## src/rtl/pswdt_pkg.sv

```systemverilog
`timescale 1ns / 1ps
`default_nettype none

package pswdt_pkg;

   localparam int unsigned SLOT_COUNT_DEF = 8;

   localparam int unsigned ACTION_W   = 1;
   localparam int unsigned SLOT_W     = 8;
   localparam int unsigned TIME_W     = 32;
   localparam int unsigned KIND_W     = 2;

   localparam logic [ACTION_W-1:0] ACT_ARM   = 1'b0;
   localparam logic [ACTION_W-1:0] ACT_CHECK = 1'b1;

   localparam logic [KIND_W-1:0] KIND_ARM     = 2'd0;
   localparam logic [KIND_W-1:0] KIND_EXPIRED = 2'd1;
   localparam logic [KIND_W-1:0] KIND_FINISH  = 2'd2;

   // all ones marks a slot (or the summary) as inactive
   localparam logic [TIME_W-1:0] INACTIVE = '1;

   // scan token and running minimum handed from cell to cell
   typedef struct packed {
      logic              tok;
      logic [TIME_W-1:0] least;
   } link_type;

endpackage

`default_nettype wire

```

## src/rtl/pswdt_cell.sv

```systemverilog
`timescale 1ns / 1ps
`default_nettype none

module pswdt_cell
   import pswdt_pkg::*;
(
   input  wire logic              clock,
   input  wire logic              reset,
   input  wire logic              step,
   input  wire logic [TIME_W-1:0] now,
   input  wire logic              wr_en,
   input  wire logic [TIME_W-1:0] wr_data,
   input  wire link_type          link_in,
   output link_type               link_out,
   output logic                   fire
);

   logic [TIME_W-1:0] deadline_ff, deadline_in;
   logic              tok_ff;
   logic [TIME_W-1:0] least_ff, least_in;

   // token present: expire if active and due, else fold into the minimum
   always_comb begin
      fire        = link_in.tok && (deadline_ff != INACTIVE) && (deadline_ff <= now);
      deadline_in = deadline_ff;
      least_in    = link_in.least;
      if (wr_en) begin
         deadline_in = wr_data;
      end else if (fire && step) begin
         deadline_in = INACTIVE;
      end
      if (!fire && (deadline_ff < link_in.least)) begin
         least_in = deadline_ff;
      end
   end

   always_ff @(posedge clock) begin
      if (reset) begin
         deadline_ff <= INACTIVE;
         tok_ff      <= 1'b0;
      end else begin
         deadline_ff <= deadline_in;
         if (step) begin
            tok_ff <= link_in.tok;
         end
      end
   end

   always_ff @(posedge clock) begin
      if (step) begin
         least_ff <= least_in;
      end
   end

   assign link_out.tok   = tok_ff;
   assign link_out.least = least_ff;

endmodule

`default_nettype wire

```

## config.mk

```make
export PLATFORM = sky130hd
export DESIGN_NAME = pswdt_cell
export DESIGN_NICKNAME = d
export VERILOG_FILES = /design/src/rtl/pswdt_pkg.sv /design/src/rtl/pswdt_cell.sv
export SDC_FILE = /design/constraint.sdc
export NUM_CORES = 1
export LEC_CHECK = 0
export BUFFER_PORTS_ARGS = -buffer_cell sky130_fd_sc_hd__buf_2
export CORE_MARGIN = 1.5
export CORE_UTILIZATION = 49
export CTS_CLUSTER_DIAMETER = 40
export DETAILED_ROUTE_END_ITERATION = 8
export HOLD_SLACK_MARGIN = 0.08
export PLACE_DENSITY = 0.9
export SETUP_SLACK_MARGIN = 0.15
export SLEW_MARGIN = 0
export SYNTH_ARGS = -nofsm -noshare
export SYNTH_HDL_FRONTEND = slang
export SYNTH_SLANG_ARGS = --single-unit
```

## constraint.sdc

```tcl
create_clock -name clock -period 3.1 [get_ports clock]
set_input_delay 0.62 -clock clock [delete_from_list [all_inputs] [get_ports clock]]
set_output_delay 0.62 -clock clock [all_outputs]
set_load 0.005 [all_outputs]
```

==> metrics.yaml, run 1 <==
min_to: "tok_ff"
diodes: 0
synth_edf_count: 32
fin_nets: 909
wl_per_cell_microns: 16.0
final_common_cell: "buf_2"
cts.sinks: 65
min_path_type: "in2reg"
slew_violations: 0
syn2layout_area_growth_pct: 27.1
design_power_total_uw: 2480
synth-seq-cells: 65
clkTransAtPathRegs_ns: 0.07
rows: 36
skew_ns: 0.0106
cts_max_level: 3
p_per_area_nw_per_um2: 388
leakage_uw: 0.00327
crit_path_top_delay_cell: "a221o_1"
placedInstanceArea_sq_um: 6060
netlist_area_sq_um: 5020
synth_top_area_share_pct: 19.1
gp_congestion: 0.923
cts_made_buffers: 9
ys_top_cells_by_area: "edfxtp_1 (19%), ha_1 (16%), dfxtp_1 (13%)"
drt-initial-drc-count: 352
start_util_pct: 50.9
io_buffers: 134
cts_tree: "done"
postSynthNetCount: 758
ant_nets: 0
synthDistinctLibCells: 42
crit_chain: "buf_2 > inv_1 > ha_1 > nand4_1 > nor2_1 > a221o_1 > o311ai_4 > and4_4 > buf_6"
hpwl_microns: 10500
viasPerCell: 5.76
r2r_end: "least_ff[18]"
design_area_sq_um: 6380
ys_seq_area_share_pct: 32.3
outcome: "complete, no violations"
hold_start: "reset"
routed_wl_microns: 14200
cp-start-kind: "input pin"
synth_ff_type: "dfxtp_1"
synthArstFlopShare_pct: 0
die_w_microns: 104
worstSetupPathType: "in2out"
antenna_found_initial: 0
clk_latency_ns: 0.35
grt_pass1_wl_microns: 22400
worstPathRequired_ns: 2.48
worstRegToRegCells: 9
root_buffer: "clkbuf_8"
die_area_sq_um: 10900
clockBufferDepth: 2
postSynthCellCount: 594
grt_setup_unrepaired: "false"
cp.arrival_ns: 2.33
max_stage_delay_ns: 0.36
avgSynthCellArea_sq_um: 8.45
peakVddDrop_uv: 252
max_slew.worst_pin.slew_ns: 0.411
fp.coreArea_sq_um: 9860
vias: 5089
setup-violations-final: 0
grt_pass1_vias: 4849
grt_start_max_net_pins: 34
final_cell_mix: "buf_2 (133), inv_1 (96), nand3_1 (70)"
drc_errors: 0
cp_max_fo: 3
die_h_microns: 104
finalCritPeriodShare_pct: 95.2
clock.fmax_ghz: 0.339
hold_viol: 0
holdPathStages: 2
drtPass1Iterations: 5
io_pins: 135
overflow: 0
ff2ff_setup_slack_ns: 0.39
slew_headroom_pct: 72.6
grt_usage_pct: 25.7
endpoint_kind: "output pin"
path_delay_family: "compound AO/OA/AOI/OAI gates"
yosysTopAreaCell: "edfxtp_1"
layout-drive-gt1-share_pct: 32.5
synth_warnings: 0
tns_ns: 0
period_needed_ns: 2.95
r2r-start: "deadline_ff[9]"
postCtsHoldBufs: 0
drv_cap: 0
crit_buf_inv: 3
## area by class of cell
cell class | count | area (sq um)
sequential | 65 | 1630
clock inverter | 4 | 43.8
inverter | 97 | 364
fill | 839 | 3480
tap | 133 | 166
multi-input combinational | 397 | 3020
timing repair buffer | 175 | 1020
clock buffer | 12 | 135
## worst max-delay path by stage
stage / startpoint / slack, ns / to / depth (start not counted)
global route: now[13] / 0.11 / fire / 9
finish: now[13] / 0.15 / fire / 9
global placement: now[9] / 0.08 / fire / 10
floorplan: now[5] / 0.16 / fire / 9
CTS: now[1] / 0.15 / fire / 10
detailed placement: now[30] / 0.06 / deadline_ff[29] / 11
## repair_timing
action                                  CTS  global route
gates resized for setup                   5            17
buffers inserted                          0             3
pin swaps                                 3            13
endpoints found under the setup margin    1             1
## per-layer routing
metal  global-route usage (%)  vias to the layer above  part of all wire [%]  wire (microns)
met5                        0                        -                     0               0
met4                     14.5                        0                   4.3             613
met3                     5.95                       54                   8.5            1200
met2                     40.6                      301                    46            6450
met1                     32.3                     2306                    42            5880
li1                         -                     2428                     -               -
## metrics by stage
step                worst slack (ns)  instances  hold slack (ns)  utilization, %
CTS                            0.150        880            0.468            63.3
floorplan                      0.156        594            0.457               -
detailed placement            0.0576        864            0.518            61.4
global placement              0.0809        864            0.500            61.4
finish                         0.150        883            0.481            64.7
global route                   0.111        883            0.473            64.7
## worst register-to-register path: cells and delay by family (launching register included)
kind | cells | cell delay (ns)
adders and majority gates | 1 | 0.29
AOI/OAI and AO/OA | 6 | 1.42
buffers and inverters | 2 | 0.39
DFF | 1 | 0.33
## cells in the mapped netlist, drive strengths merged, types with 3 or more instances
cell and count:
a21o 7, a21oi 52, a221o 3, and2 3, and3 32, and4 3
buf 8, clkbuf 27, dfxtp 33, edfxtp 32, ha 63, inv 97
nand2 9, nand3 70, nand4 21, nor2 36, nor4 4, o211ai 33
o21a 4, o21ai 37
## power by group
part,switching [uW],internal [uW]
registers,42.3,996
clock network,315,367
logic,405,350
total,763,1710
## cells by family (layout without fill, tap and decap cells)
family          count (synthesis)  in the layout  share of synthesized area [%]
fa+ha+maj                      63             63                           15.7
compound gates                149            149                           22.1
flops                          65             65                           32.3
buf+inv                       132            288                           10.5
simple gates                  185            185                           19.3
## sequential cells by signal (all words and copies together), names as in the netlist
signal,flops
least_ff,32
tok_ff,1
deadline_ff,32
(Power assumes the default switching activity.)
==> run 2: changes to the inputs <==
--- a/config.mk
+++ b/config.mk
@@ -7,11 +7,11 @@
 export LEC_CHECK = 0
 export BUFFER_PORTS_ARGS = -buffer_cell sky130_fd_sc_hd__buf_2
 export CORE_MARGIN = 1.5
-export CORE_UTILIZATION = 49
+export CORE_UTILIZATION = 45
 export CTS_CLUSTER_DIAMETER = 40
 export DETAILED_ROUTE_END_ITERATION = 8
 export HOLD_SLACK_MARGIN = 0.08
-export PLACE_DENSITY = 0.9
+export PLACE_DENSITY = 0.85
 export SETUP_SLACK_MARGIN = 0.15
 export SLEW_MARGIN = 0
 export SYNTH_ARGS = -nofsm -noshare
==> metrics.yaml, run 2 (same netlist as run 1, synthesis figures left out) <==
postCtsHoldBufs: 0  # unchanged
clockBufferDepth: 2  # unchanged
top_regs: "deadline_ff x32, least_ff x32, tok_ff x1"  # unchanged
clock.fmax_ghz: 0.341  # was 0.339 GHz
max_stage_delay_ns: 0.34  # was 0.36 ns
preCtsSetupSlack_ns: 0.0336  # was 0.0576 ns
grt_pass1_vias: 4593  # was 4849
clkTransAtPathRegs_ns: 0.07  # about the same
worstSetupPathType: "in2out"  # unchanged
die_area_sq_um: 11800  # was 10900 sq um
cts_made_buffers: 9  # unchanged
wl_per_cell_microns: 16.7  # was 16.0 microns
grt_start_max_net_pins: 34  # unchanged
tns_ns: 0  # unchanged
final_cell_mix: "buf_2 (133), inv_1 (94), nand3_1 (70)"  # was buf_2 (133), inv_1 (96), nand3_1 (70)
drtPass1Iterations: 6  # was 5
final_common_cell: "buf_2"  # unchanged
multiInputGateArea_sq_um: 3050  # was 3020 sq um
leakage_uw: 0.00325  # was 0.00327 uW
grt_pass1_wl_microns: 22500  # was 22400 microns
gp_congestion: 0.887  # was 0.923
slew_violations: 0  # unchanged
grt_usage_pct: 24.6  # was 25.7%
cp-start-kind: "input pin"  # unchanged
finalCritPeriodShare_pct: 94.6  # was 95.2%
drt-initial-drc-count: 287  # was 352
hold_viol: 0  # unchanged
setup-violations-final: 0  # unchanged
drc_errors: 0  # unchanged
cts.sinks: 65  # unchanged
layout_setup_ws_ns: 0.169  # was 0.150 ns
root_buffer: "clkbuf_8"  # unchanged
crit_chain: "buf_2 > inv_1 > ha_4 > a21oi_1 > o21ai_1 > a221o_1 > o311ai_4 > and4_4 > buf_6"  # was buf_2 > inv_1 > ha_1 > nand4_1 > nor2_1 > a221o_1 > o311ai_4 > and4_4 > buf_6
clk_latency_ns: 0.34  # was 0.35 ns
cp_max_fo: 2  # was 3
p_per_area_nw_per_um2: 378  # was 388 nW/um^2
max_slew.worst_pin.slew_ns: 0.426  # was 0.411 ns
diodes: 0  # unchanged
start_util_pct: 46.3  # was 50.9%
period_needed_ns: 2.93  # was 2.95 ns
routed_wl_microns: 14800  # was 14200 microns
syn2layout_area_growth_pct: 27.4  # was 27.1%
die_h_microns: 109  # was 104 microns
cp.arrival_ns: 2.31  # was 2.33 ns
endpoint_kind: "output pin"  # unchanged
seq_area_sq_um: 1640  # was 1630 sq um
io_buffers: 134  # unchanged
vias: 5082  # was 5089
antenna_found_initial: 0  # unchanged
final.fill_count: 979  # was 839
io_pins: 135  # unchanged
overflow: 0  # unchanged
die_w_microns: 109  # was 104 microns
fp.coreArea_sq_um: 10800  # was 9860 sq um
hpwl_microns: 10700  # was 10500 microns
slew_headroom_pct: 71.6  # was 72.6%
cts_tree: "done"  # unchanged
min_path_type: "in2reg"  # unchanged
grt_setup_unrepaired: "false"  # unchanged
peakVddDrop_uv: 170  # was 252 uV
cts_max_level: 3  # unchanged
skew_ns: 0.0134  # was 0.0106 ns
viasPerCell: 5.72  # was 5.76
drv_cap: 0  # unchanged
layout-drive-gt1-share_pct: 34.2  # was 32.5%
ant_nets: 0  # unchanged
outcome: "complete, no violations"  # unchanged
fin_nets: 907  # was 909
worstPathRequired_ns: 2.48  # about the same
rows: 38  # was 36
crit_path_top_delay_cell: "a221o_1"  # unchanged
==> run 2: cell types whose count changed in the layout (fill, tap and decap cells not counted), sizes merged <==
| cell | delta |
|---|---|
| buf | -2 |
| bufinv | -1 |
| clkinv | +1 |
==> run 2: through the flow <==
step	hold slack (ns)	area, sq um	util [%]	instances	power (uW)
after detailed placement	0.510	6030	55.7	867	1770
after global routing	0.479	6390	59.0	888	2550
after floorplan	0.457	5060	-	594	1500
after CTS	0.460	6230	57.5	886	2380
final	0.480	6390	59.0	888	2420
after global placement	0.501	6030	55.7	867	1750
==> run 2: worst max-delay path: cells and delay by family <==
| kind | cells | cell delay [ns] |
|---|---|---|
| fa+ha+maj | 1 | 0.21 |
| buf+inv | 3 | 0.29 |
| simple gates | 1 | 0.29 |
| compound gates | 4 | 0.90 |
==> run 2: area by class of cell <==
cell class / count / share of cell area, %
multi-input combinational: 397 / 47.7
sequential: 65 / 25.7
timing repair buffer: 173 / 15.8
inverter: 97 / 5.69
tap: 140 / 2.74
clock buffer: 12 / 2.11
clock inverter: 4 / 0.313
==> run 2: timing repair <==
item,4_1_cts,5_1_grt
buffers inserted,3,2
setup endpoints to repair,1,1
pin swaps,8,20
resized for setup,7,28
==> run 2: final timing paths <==
path | to | depth (start not counted) | slack (ns) | start
worst max-delay path | fire | 9 | 0.17 | now[5]
worst max register to register | deadline_ff[29] | 9 | 0.44 | deadline_ff[10]
worst min register to register | deadline_ff[30] | 2 | 0.49 | deadline_ff[30]
worst min-delay path | tok_ff | 2 | 0.48 | reset
==> run 2: layer usage <==
| layer | track usage, % | routed length (microns) | part of all wire [%] | up-vias |
|---|---|---|---|---|
| li1 | - | - | - | 2429 |
| met1 | 33.5 | 6590 | 45 | 2379 |
| met2 | 38.9 | 6750 | 46 | 234 |
| met3 | 4.48 | 1020 | 6.9 | 40 |
| met4 | 9.21 | 435 | 2.9 | 0 |
| met5 | 0 | 0 | 0 | - |
==> run 2: power by group <==
part	switching, uW	total (uW)	internal (uW)	leakage [uW]
logic	407	756	349	0.00258
registers	49.4	1050	997	0.000580
clock network	330	617	286	0.0000839
total	787	2420	1630	0.00325
